==> src/rtl/core/sfvm_pkg.sv <==
// Package with the opcodes, state encoding and default sizes of the execute unit.
`timescale 1ns / 1ps
`default_nettype none
package sfvm_pkg;
    localparam int DefRegCount  = 64;
    localparam int DefProgDepth = 1024;

    localparam logic [4:0] OP_ADD  = 5'd1;
    localparam logic [4:0] OP_MUL  = 5'd2;
    localparam logic [4:0] OP_SUB  = 5'd3;
    localparam logic [4:0] OP_DIV  = 5'd4;
    localparam logic [4:0] OP_COPY = 5'd5;
    localparam logic [4:0] OP_LOAD = 5'd6;
    localparam logic [4:0] OP_JMP  = 5'd7;
    localparam logic [4:0] OP_JMF  = 5'd8;
    localparam logic [4:0] OP_LT   = 5'd9;
    localparam logic [4:0] OP_GT   = 5'd10;
    localparam logic [4:0] OP_EQ   = 5'd11;
    localparam logic [4:0] OP_CALL = 5'd12;
    localparam logic [4:0] OP_RET  = 5'd13;
    localparam logic [4:0] OP_HALT = 5'd14;
    localparam logic [4:0] OP_POP  = 5'd15;
    localparam logic [4:0] OP_PUSH = 5'd16;

    typedef enum logic [2:0] {
        ST_CLEAR,
        ST_IDLE,
        ST_READ1,
        ST_READ2,
        ST_EXEC,
        ST_DIV,
        ST_OUT
    } state_t;

    typedef struct packed {
        logic start;
        logic busy;
    } div_ctl_t;
endpackage
`default_nettype wire

==> src/rtl/core/sfvm_divider.sv <==
// Iterative signed divider, one quotient bit per cycle, truncating toward zero.
`timescale 1ns / 1ps
`default_nettype none
module sfvm_divider
    import sfvm_pkg::*;
(
    input  wire logic        aclk,
    input  wire logic        aresetn,
    input  wire logic        start,
    input  wire logic [31:0] dividend,
    input  wire logic [31:0] divisor,
    output div_ctl_t         status,
    output logic             done,
    output logic      [31:0] quotient
);
    logic [31:0] rem_reg, rem_next;
    logic [31:0] quo_reg, quo_next;
    logic [31:0] dvs_reg, dvs_next;
    logic [5:0]  cnt_reg, cnt_next;
    logic        neg_reg, neg_next;
    logic        busy_reg, busy_next;
    logic [32:0] trial;
    logic [31:0] shifted;

    always_comb begin
        rem_next  = rem_reg;
        quo_next  = quo_reg;
        dvs_next  = dvs_reg;
        cnt_next  = cnt_reg;
        neg_next  = neg_reg;
        busy_next = busy_reg;
        shifted   = {rem_reg[30:0], quo_reg[31]};
        trial     = {1'b0, shifted} - {1'b0, dvs_reg};
        done      = 1'b0;
        if (start) begin
            quo_next  = dividend[31] ? 32'(-dividend) : dividend;
            dvs_next  = divisor[31] ? 32'(-divisor) : divisor;
            rem_next  = '0;
            cnt_next  = 6'd32;
            neg_next  = dividend[31] ^ divisor[31];
            busy_next = 1'b1;
        end else if (busy_reg) begin
            if (!trial[32]) begin
                rem_next = trial[31:0];
                quo_next = {quo_reg[30:0], 1'b1};
            end else begin
                rem_next = shifted;
                quo_next = {quo_reg[30:0], 1'b0};
            end
            cnt_next = cnt_reg - 6'd1;
            if (cnt_reg == 6'd1) begin
                busy_next = 1'b0;
                done      = 1'b1;
            end
        end
    end

    always_ff @(posedge aclk) begin
        rem_reg <= rem_next;
        quo_reg <= quo_next;
        dvs_reg <= dvs_next;
        cnt_reg <= cnt_next;
        neg_reg <= neg_next;
        if (!aresetn) begin
            busy_reg <= 1'b0;
        end else begin
            busy_reg <= busy_next;
        end
    end

    assign quotient = neg_reg ? 32'(-quo_next) : quo_next;
    assign status   = '{start: start, busy: busy_reg};
endmodule
`default_nettype wire

==> src/rtl/core/sfvm_regfile.sv <==
// Register file memory with one write port and one registered read port.
`timescale 1ns / 1ps
`default_nettype none
module sfvm_regfile #(
    parameter int REG_COUNT = 64,
    localparam int AW = $clog2(REG_COUNT)
) (
    input  wire logic          aclk,
    input  wire logic          we,
    input  wire logic [AW-1:0] waddr,
    input  wire logic [31:0]   wdata,
    input  wire logic [AW-1:0] raddr,
    output logic      [31:0]   rdata
);
    logic [31:0] mem [REG_COUNT];

    always_ff @(posedge aclk) begin
        if (we) begin
            mem[waddr] <= wdata;
        end
        rdata <= mem[raddr];
    end
endmodule
`default_nettype wire

==> src/rtl/core/stack_frame_vm_execute_unit.sv <==
// Top level of the frame-based virtual machine execute unit.
//
// One instruction is taken per input beat on the s_ channel (kind in tuser,
// field_a, field_b and field_c in tdata) and exactly one result beat leaves
// on the m_ channel. The unit works on one instruction at a time.
// Each instruction makes two reads of the register file memory, which has
// one read port with a registered output, then executes and gives its
// result; a divide by a non-zero divisor also runs the bit-serial divider.
// The unit takes no new beat until the result of the last one has been
// accepted; it then returns to the idle state, where s_axis_tready is high.
// After reset a clearing pass writes zero to every register, one entry per
// cycle, while s_axis_tready stays low. The program counter, frame base
// and stop flag clear at once.
// The result sits in an output register; while the receiver stalls the unit
// holds it and accepts no new instruction. Once halted, every instruction
// repeats the program counter and frame base with halted set and no write.
`timescale 1ns / 1ps
`default_nettype none
module stack_frame_vm_execute_unit
    import sfvm_pkg::*;
#(
    parameter int REG_COUNT  = DefRegCount,
    parameter int PROG_DEPTH = DefProgDepth
) (
    input  wire logic        aclk,
    input  wire logic        aresetn,
    input  wire logic        s_axis_tvalid,
    output logic             s_axis_tready,
    // field_a [9:0], field_b [41:10], field_c [73:42], zero fill [79:74]
    input  wire logic [79:0] s_axis_tdata,
    // kind [4:0]
    input  wire logic [4:0]  s_axis_tuser,
    output logic             m_axis_tvalid,
    input  wire logic        m_axis_tready,
    // next_pc [9:0], halted [10], wrote [11], write_index [17:12],
    // write_value [49:18], frame_base_out [55:50], div_error [56], zero [63:57]
    output logic [63:0]      m_axis_tdata
);
    localparam int AW = $clog2(REG_COUNT);
    localparam int PW = $clog2(PROG_DEPTH);

    state_t state_reg, state_next;

    logic [4:0]    kind_reg, kind_next;
    logic [9:0]    fa_reg, fa_next;
    logic [31:0]   fb_reg, fb_next;
    logic [31:0]   fc_reg, fc_next;
    logic [31:0]   x_reg, x_next;
    logic [PW-1:0] pc_reg, pc_next;
    logic [AW-1:0] fbase_reg, fbase_next;
    logic          stop_reg, stop_next;
    logic [AW:0]   clr_reg, clr_next;
    logic [63:0]   out_reg, out_next;

    logic          we;
    logic [AW-1:0] waddr, raddr;
    logic [31:0]   wdata, rdata;

    logic          div_start, div_done;
    logic [31:0]   div_q;
    div_ctl_t      div_stat;

    logic [PW-1:0] seq_pc;
    logic [AW-1:0] idx_a, idx_b, idx_c, abs_a;
    logic          ex_wrote, ex_derr;
    logic [AW-1:0] ex_widx;
    logic [31:0]   ex_wval;
    logic [PW-1:0] ex_pc;
    logic          cmp_r;

    assign s_axis_tready = (state_reg == ST_IDLE);
    assign m_axis_tvalid = (state_reg == ST_OUT);
    assign m_axis_tdata  = out_reg;

    assign seq_pc = pc_reg + PW'(1);
    assign idx_a  = fbase_reg + fa_reg[AW-1:0];
    assign idx_b  = fbase_reg + fb_reg[AW-1:0];
    assign idx_c  = fbase_reg + fc_reg[AW-1:0];
    assign abs_a  = fa_reg[AW-1:0];

    sfvm_regfile #(.REG_COUNT(REG_COUNT)) u_rf (
        .aclk(aclk), .we(we), .waddr(waddr), .wdata(wdata),
        .raddr(raddr), .rdata(rdata)
    );

    sfvm_divider u_div (
        .aclk(aclk), .aresetn(aresetn), .start(div_start),
        .dividend(x_reg), .divisor(rdata), .status(div_stat),
        .done(div_done), .quotient(div_q)
    );

    // Next state.
    always_comb begin
        state_next = state_reg;
        unique case (state_reg)
            ST_CLEAR: if (clr_reg == (AW+1)'(REG_COUNT - 1)) state_next = ST_IDLE;
            ST_IDLE:  if (s_axis_tvalid) state_next = ST_READ1;
            ST_READ1: state_next = ST_READ2;
            ST_READ2: state_next = ST_EXEC;
            ST_EXEC:  begin
                if (!stop_reg && kind_reg == OP_DIV && rdata != '0) begin
                    state_next = ST_DIV;
                end else begin
                    state_next = ST_OUT;
                end
            end
            ST_DIV:   if (div_done) state_next = ST_OUT;
            ST_OUT:   if (m_axis_tready) state_next = ST_IDLE;
            default:  state_next = ST_IDLE;
        endcase
    end

    // Execute logic: the second operand (or tested/return register) is rdata.
    always_comb begin
        ex_wrote = 1'b0;
        ex_derr  = 1'b0;
        ex_widx  = idx_a;
        ex_wval  = '0;
        ex_pc    = seq_pc;
        cmp_r    = 1'b0;
        case (kind_reg) inside
            OP_ADD:  begin ex_wrote = 1'b1; ex_wval = x_reg + rdata; end
            OP_MUL:  begin ex_wrote = 1'b1; ex_wval = 32'(x_reg * rdata); end
            OP_SUB:  begin ex_wrote = 1'b1; ex_wval = x_reg - rdata; end
            OP_DIV:  begin
                ex_wrote = 1'b1;
                ex_derr  = (rdata == '0);
                ex_wval  = '0;
            end
            OP_COPY: begin ex_wrote = 1'b1; ex_wval = x_reg; end
            OP_LOAD: begin ex_wrote = 1'b1; ex_wval = fb_reg; end
            OP_JMP:  ex_pc = PW'(fa_reg);
            OP_JMF:  if (rdata == '0) ex_pc = fb_reg[PW-1:0];
            OP_LT, OP_GT, OP_EQ: begin
                if (kind_reg == OP_LT) cmp_r = $signed(fb_reg) < $signed(fc_reg);
                else if (kind_reg == OP_GT) cmp_r = $signed(fb_reg) > $signed(fc_reg);
                else cmp_r = (fb_reg == fc_reg);
                ex_wrote = 1'b1;
                ex_widx  = abs_a;
                ex_wval  = {31'd0, cmp_r};
            end
            OP_CALL: begin
                ex_wrote = 1'b1;
                ex_widx  = fbase_reg;
                ex_wval  = 32'(pc_reg) + 32'd1;
                ex_pc    = PW'(fa_reg);
            end
            OP_RET:  ex_pc = (rdata == '0) ? '0 : rdata[PW-1:0];
            default: ;
        endcase
    end

    // Datapath and register updates.
    always_comb begin
        kind_next  = kind_reg;
        fa_next    = fa_reg;
        fb_next    = fb_reg;
        fc_next    = fc_reg;
        x_next     = x_reg;
        pc_next    = pc_reg;
        fbase_next = fbase_reg;
        stop_next  = stop_reg;
        clr_next   = clr_reg;
        out_next   = out_reg;
        we         = 1'b0;
        waddr      = clr_reg[AW-1:0];
        wdata      = '0;
        raddr      = idx_b;
        div_start  = 1'b0;
        unique case (state_reg)
            ST_CLEAR: begin
                we       = 1'b1;
                clr_next = clr_reg + (AW+1)'(1);
            end
            ST_IDLE: begin
                if (s_axis_tvalid) begin
                    kind_next = s_axis_tuser;
                    fa_next   = s_axis_tdata[9:0];
                    fb_next   = s_axis_tdata[41:10];
                    fc_next   = s_axis_tdata[73:42];
                end
            end
            ST_READ1: raddr = idx_b;
            ST_READ2: begin
                x_next = rdata;
                if (kind_reg == OP_JMF) raddr = abs_a;
                else if (kind_reg == OP_RET) raddr = fbase_reg;
                else if (kind_reg == OP_COPY) raddr = idx_b;
                else raddr = idx_c;
            end
            ST_EXEC: begin
                if (kind_reg == OP_COPY) x_next = rdata;
                if (stop_reg) begin
                    out_next = {7'd0, 1'b0, 6'(fbase_reg), 32'd0, 6'd0, 1'b0,
                                1'b1, 10'(pc_reg)};
                end else begin
                    div_start = (kind_reg == OP_DIV) && (rdata != '0);
                    we    = ex_wrote && !div_start;
                    waddr = ex_widx;
                    wdata = (kind_reg == OP_COPY) ? x_reg : ex_wval;
                    pc_next = ex_pc;
                    if (kind_reg == OP_LT || kind_reg == OP_GT || kind_reg == OP_EQ)
                        fbase_next = abs_a;
                    else if (kind_reg == OP_POP)
                        fbase_next = fbase_reg - fa_reg[AW-1:0];
                    else if (kind_reg == OP_PUSH)
                        fbase_next = fbase_reg + fa_reg[AW-1:0];
                    if (kind_reg == OP_HALT || (kind_reg == OP_RET && rdata == '0))
                        stop_next = 1'b1;
                    out_next = {7'd0, ex_derr, 6'(fbase_next), ex_wval, 6'(ex_widx),
                                ex_wrote, stop_next, 10'(ex_pc)};
                    if (!ex_wrote) out_next[49:12] = '0;
                end
            end
            ST_DIV: begin
                if (div_done) begin
                    we    = 1'b1;
                    waddr = idx_a;
                    wdata = div_q;
                    out_next[49:18] = div_q;
                end
            end
            ST_OUT: ;
            default: ;
        endcase
    end

    always_ff @(posedge aclk) begin
        kind_reg <= kind_next;
        fa_reg   <= fa_next;
        fb_reg   <= fb_next;
        fc_reg   <= fc_next;
        x_reg    <= x_next;
        out_reg  <= out_next;
        if (!aresetn) begin
            state_reg <= ST_CLEAR;
            pc_reg    <= '0;
            fbase_reg <= '0;
            stop_reg  <= 1'b0;
            clr_reg   <= '0;
        end else begin
            state_reg <= state_next;
            pc_reg    <= pc_next;
            fbase_reg <= fbase_next;
            stop_reg  <= stop_next;
            clr_reg   <= clr_next;
        end
    end

    logic unused_busy;
    assign unused_busy = div_stat.busy & div_stat.start;
endmodule
`default_nettype wire

==> config.mk <==
export PLATFORM = sky130hd
export DESIGN_NAME = stack_frame_vm_execute_unit
export DESIGN_NICKNAME = d
export VERILOG_FILES = /design/src/rtl/core/sfvm_pkg.sv /design/src/rtl/core/sfvm_divider.sv /design/src/rtl/core/sfvm_regfile.sv /design/src/rtl/core/stack_frame_vm_execute_unit.sv
export SDC_FILE = /design/constraint.sdc
export NUM_CORES = 2
export LEC_CHECK = 0
export BUFFER_PORTS_ARGS = -buffer_cell sky130_fd_sc_hd__buf_2
export CORE_ASPECT_RATIO = 1.25
export CORE_UTILIZATION = 30
export DETAILED_ROUTE_END_ITERATION = 8
export GPL_ROUTABILITY_DRIVEN = 1
export SYNTH_ARGS = -nofsm -noshare
export SYNTH_HDL_FRONTEND = slang
export SYNTH_SLANG_ARGS = --single-unit
export TNS_END_PERCENT = 10
==> constraint.sdc <==
create_clock -name aclk -period 20.7 [get_ports aclk]
set_input_delay 2.07 -clock aclk [delete_from_list [all_inputs] [get_ports aclk]]
set_output_delay 2.07 -clock aclk [all_outputs]
set_load 0.02 [all_outputs]
# Word level (Yosys, flattened, before mapping)

Memory sizes are Yosys's and may differ from the RTL's. A register that Yosys moved wholly into a read port is not among the register bits.
Cells that the tools add are included.

Shift-type cells: 0
Reductions and logical operators: 23
Muxes and demuxes: 93
Div/mod/pow operators: 0
$add $sub $neg: 14
Equal/unequal tests: 30
$mul: 1
$lt $le $gt $ge: 2
Bitwise gates (word level): 4

Operator list:

| cell                 | number |
|---|---|
| $mux W32             | 18 |
| $pmux W32 S2         | 3 |
| $mux W10             | 13 |
| $mux W6              | 19 |
| $neg A32 Y32         | 3 |
| $mux W31             | 2 |
| $mux W56             | 1 |
| $eq A5 B4 Y1 const B | 8 |
| $mux W38             | 1 |
| $sub A32 B32 Y33     | 1 |
| $add A32 B32 Y32     | 1 |
| $eq A32 B32 Y1       | 1 |
| $gt A32 B32 Y1       | 1 |
| $logic_not A32 Y1    | 1 |
| $lt A32 B32 Y1       | 1 |
| $mul A32 B32 Y32     | 1 |
| $reduce_bool A32 Y1  | 1 |
| $sub A32 B32 Y32     | 1 |
| $mux W1              | 27 |
| $pmux W3 S7          | 1 |
| $eq A5 B3 Y1 const B | 4 |
| $add A6 B6 Y6        | 3 |
| $mux W3              | 4 |
| $pmux W6 S2          | 1 |
| other kinds (30)     | 50 |

Memory bits (writable): 2,048
Bits in latches: 0
Bits in read-only memories: 0
Output and inout port bits: 66
Memories kept: 1
Bits in registers: 305
Input port bits: 89

Memory list:

| memory   | words | width | read ports | clocked after memory_dff | write ports | line               | source |
|---|---|---|---|---|---|---|---|
| u_rf.mem | 64    | 32    | 1          | 1                        | 1           | sfvm_regfile.sv:15 | `logic [31:0] mem [REG_COUNT];` |

# Logic depth before layout (Yosys ltp)

Depth after elaboration: 16
Depth in mapped cells: 30
Gate-level depth less buffers: 27

# Hierarchy

Synthesis repeated with hierarchy kept, for this count alone.

Cell total of the unflattened synthesis: 7,623
Area total of the unflattened synthesis: 116,534.3 um^2

By module, submodules not included:

| module                      | cells each | seq. area each (um^2) | times used | area each (um^2) |
|---|---|---|---|---|
| sfvm_regfile                | 3,324      | 62,139.6              | 1          | 78,515.3 |
| stack_frame_vm_execute_unit | 3,322      | 5,585.4               | 1          | 29,961.2 |
| sfvm_divider                | 977        | 2,392.3               | 1          | 8,057.7 |

# Worst setup path before layout

No wires, ideal clock.

Kind: register -> register
Start: register x_reg[9]
End: memory u_rf.mem[0][30] (data pin)
Period minus slack after synthesis: 9.123 ns
Path buffers: 2
Stages on the path, launching flop included: 28
Arrival: 8.571 ns
Data required time: 20.148 ns
Slack: 11.577 ns
Cells stage by stage: edfxtp_1 -> clkbuf_1 -> clkbuf_1 -> nand2_1 -> fa_1 -> inv_1 -> fa_1 -> fa_1 -> inv_1 -> fa_1 -> inv_1 -> fa_1 -> inv_1 -> fa_1 -> inv_1 -> fa_1 -> fa_1 -> ha_1 -> and4_1 -> nand4_1 -> or2_2 -> a21oi_1 -> o31ai_1 -> a21oi_1 -> a31o_2 -> nand3b_1 -> o21ai_0 -> o22ai_1

Word-level cells in the longest chain between the ends: 7
Elaborated cells on any way between the ends: 15
Those cells by class: add/sub: 4; mul: 1; mux: 10

RTL lines:

| what                                                                     | line                               | source |
|---|---|---|
| from (decl)                                                              | stack_frame_vm_execute_unit.sv:48  | `logic [31:0] x_reg, x_next;` |
| from (signal assigned)                                                   | stack_frame_vm_execute_unit.sv:233 | `x_reg <= x_next;` |
| parallel branches: the longest is 6 deep, another holds $mul A32 B32 Y32 | -                                  |  |
| $pmux W32 S2 (*)                                                         | stack_frame_vm_execute_unit.sv:170 | `unique case (state_reg)` |
| net u_rf.wdata[30]                                                       | sfvm_regfile.sv:11                 | `input wire logic [31:0] wdata,` |
| to (decl)                                                                | sfvm_regfile.sv:15                 |  |

Mark *: on every way through the listed nets, which the timed path passes.

# Final worst setup path

Start: register x_reg[11]
End: memory u_rf.mem[41][31] (data pin)

The elaborated chain is that of the path after synthesis.

==> out/qor.yml <==
finish:
  largest_reg_flops: 2048
  final_common_cell: "nand2_1"
  regMostFlops: "u_rf.mem"
  final_cell_mix: "nand2_1, edfxtp_1, inv_1, nand3_1, fa_1"
  area.growth.synth_to_final_pct: 12.70
  fin_nets: 11180
  final_core_util_pct: 34.06
  drive_gt1_share_pct: 8.411
clocking:
  postCtsResizedCells: 0
  root_buffer: "clkbuf_16"
  postCtsSetupRepairBufs: 0
  htree_levels: 4
  cts_buffers: 246
  cts_sinks: 2378
  cts_tree: "done"
  cts_hold_buf: 0
  clk_pin_slew_ns: 0.07
  clk_path_buf_depth: 4
  clk_latency_ns: 0.97
setup_path:
  cp.arrival_ns: 9.92
  required_ns: 21.23
  ff2ff_path_depth: 27
  path_class: "flop to flop"
  worstSetupStartpointType: "flop"
  end_kind: "flop"
  critPathMaxFanout: 65
synth:
  synth_xor_area_share_pct: 1.776
  yosys_warnings: 0
  syn_avg_cell_area_um2: 11.45
  synth_seq_cells: 2378
  synth-simple-area-share_pct: 15.33
  synth_top_family_by_area: "simple AND/OR/NAND/NOR gates"
  synth-compound-area-share_pct: 9.237
  synth_area_um2: 119600
  synth_mux_area_share_pct: 1.188
  synth-async-reset-ratio_pct: 0
  ys_seq_area_share_pct: 58.63
  synth-adder-area-share_pct: 9.845
  synth_edf_count: 2249
  synth_cells: 10450
  synth.distinct_cells: 95
  ys.flop_type: "edfxtp_1"
route:
  vias_per_cell: 5.242
  num_vias: 82840
  ant_nets: 0
  detail_route.first_pass.iterations: 7
  wl_um: 372800
  drc_errors: 0
  drt-initial-drc-count: 8294
  wl_per_cell_um: 23.59
timing:
  fin_skew_ns: 0.1200
  finalMaxSlewViolations: 0
  fmax_mhz: 106.4
  worstMarginPinSlew_ns: 1.306
  slew_headroom_pct: 12.94
  setup_tns_ns: 0
  setup_viol: 0
  finalHoldViolCount: 0
  rsz0062_at_grt: "no"
  min_period_ns: 9.397
  timing.final.crit_share_pct: 45.40
global_route:
  grt_max_degree: 156
  gr-total-overflow: 0
  grt_pass1_wl_um: 540100
  grt_use_total_pct: 18.00
  first_global_vias: 80110
  grt_antenna_before_repair: 24
placement:
  place_hpwl_um: 223400
  globalplace.congestion: 0.9316
  port_buffers: 141
min_path:
  hold_class: "flop to flop"
  min_path_cells: 2
die:
  dieHeight_um: 707.9
  dieArea_um2: 401200
  ioPinCount: 155
  std_cell_rows: 258
  die_x_um: 566.7
  core_um2: 395800
  start_util_pct: 30.22
outcome:
  status: "complete, no violations"
power:
  p_leak_nw: 49.68
  p_per_area_nw_per_um2: 71.56
  ir_drop_mv: 0.07721
job:
  cap_violations: 0
## cell usage after synthesis, types with 147 or more instances
library cell | instances | area [um^2]
nor2_1 | 311 | 1167
nand3_1 | 493 | 2467
a31oi_1 | 154 | 963.4
a311oi_1 | 387 | 3390
inv_1 | 556 | 2087
edfxtp_1 | 2249 | 67530
ha_1 | 277 | 3466
xnor2_1 | 147 | 1287
fa_1 | 415 | 8308
a21oi_1 | 381 | 1907
clkbuf_1 | 641 | 2406
nand2_1 | 2476 | 9294
and2_1 | 291 | 1821
and3_1 | 305 | 1908
o21ai_0 | 228 | 1141
## stage by stage
step / std cells / setup WS, ns / hold slack [ns] / power, W / cell area [um^2]
detailed placement: 15350 / 11.50 / 0.4792 / 0.005471 / 127200
finish: 15800 / 11.30 / 0.4903 / 0.009646 / 134800
CTS: 15790 / 11.40 / 0.4919 / 0.009701 / 134800
global placement: 15350 / 11.50 / 0.4734 / 0.005470 / 127200
floorplan: 10460 / 11.58 / 0.4064 / 0.005415 / 119600
global route: 15800 / 11.04 / 0.5175 / 0.009890 / 134800
## final cells by class
cell class	count	area (um^2)
fill	38850	261000
inverter	558	2096
timing repair buffer	396	2783
sequential	2378	70120
multi-input combinational	6822	45650
clock buffer	310	6479
tap	5200	6506
clock inverter	129	1117
antenna	11	27.53
## critical path, stage by stage, from the launching register on
cell and delay [ns]:
edfxtp_1 0.85, buf_4 0.41, and2_1 0.20, fa_1 0.44, fa_1 0.51, fa_1 0.51, inv_1 0.05, fa_1 0.48
inv_1 0.06, fa_1 0.50, inv_1 0.06, fa_1 0.53, inv_1 0.05, fa_1 0.51, fa_1 0.43, ha_1 0.38
a21oi_1 0.16, o21ai_0 0.15, o21ai_0 0.39, a2bb2oi_1 0.22, o211ai_1 0.18, a211oi_1 0.52, xnor2_1 0.17, o21ai_0 0.17
a21o_1 0.13, o31a_1 0.13, o21bai_4 0.11, buf_4 0.63
## path summary, 6_finish.rpt
check / start / end / slack (ns)
hold reg to reg: u_div.cnt_reg[0]$_SDFFE_PP0P_ / u_div.cnt_reg[0]$_SDFFE_PP0P_ / 0.49
hold / removal: u_div.cnt_reg[0]$_SDFFE_PP0P_ / u_div.cnt_reg[0]$_SDFFE_PP0P_ / 0.49
setup / recovery: x_reg[11]$_DFFE_PP_ / u_rf.mem[41][31]$_DFFE_PP_ / 11.30
setup reg to reg: x_reg[11]$_DFFE_PP_ / u_rf.mem[41][31]$_DFFE_PP_ / 11.30
## power breakdown
| part | internal [W] | switching (W) |
|---|---|---|
| logic | 0.0000572 | 0.0000987 |
| clock network | 0.00240 | 0.00187 |
| registers | 0.00521 | 0.00000567 |
## metal layers
layer  GRT usage [%]  share of wire [%]  vias up
li1                -                  -    37130
met1           22.72                 40    41740
met2           30.34                 48     3233
met3           2.270                6.8      732
met4           9.088                5.5       10
met5               0              0.020        -
## cell families after synthesis
kind of cell | count (synthesis)
AND/OR/NAND/NOR | 4129
XOR/XNOR | 241
multiplexers | 141
other | 1
buffers and inverters | 1255
AO/OA/AOI/OAI | 1612
flip-flops | 2378
adder cells (fa/ha/maj) | 692
(Power assumes the default switching activity.)
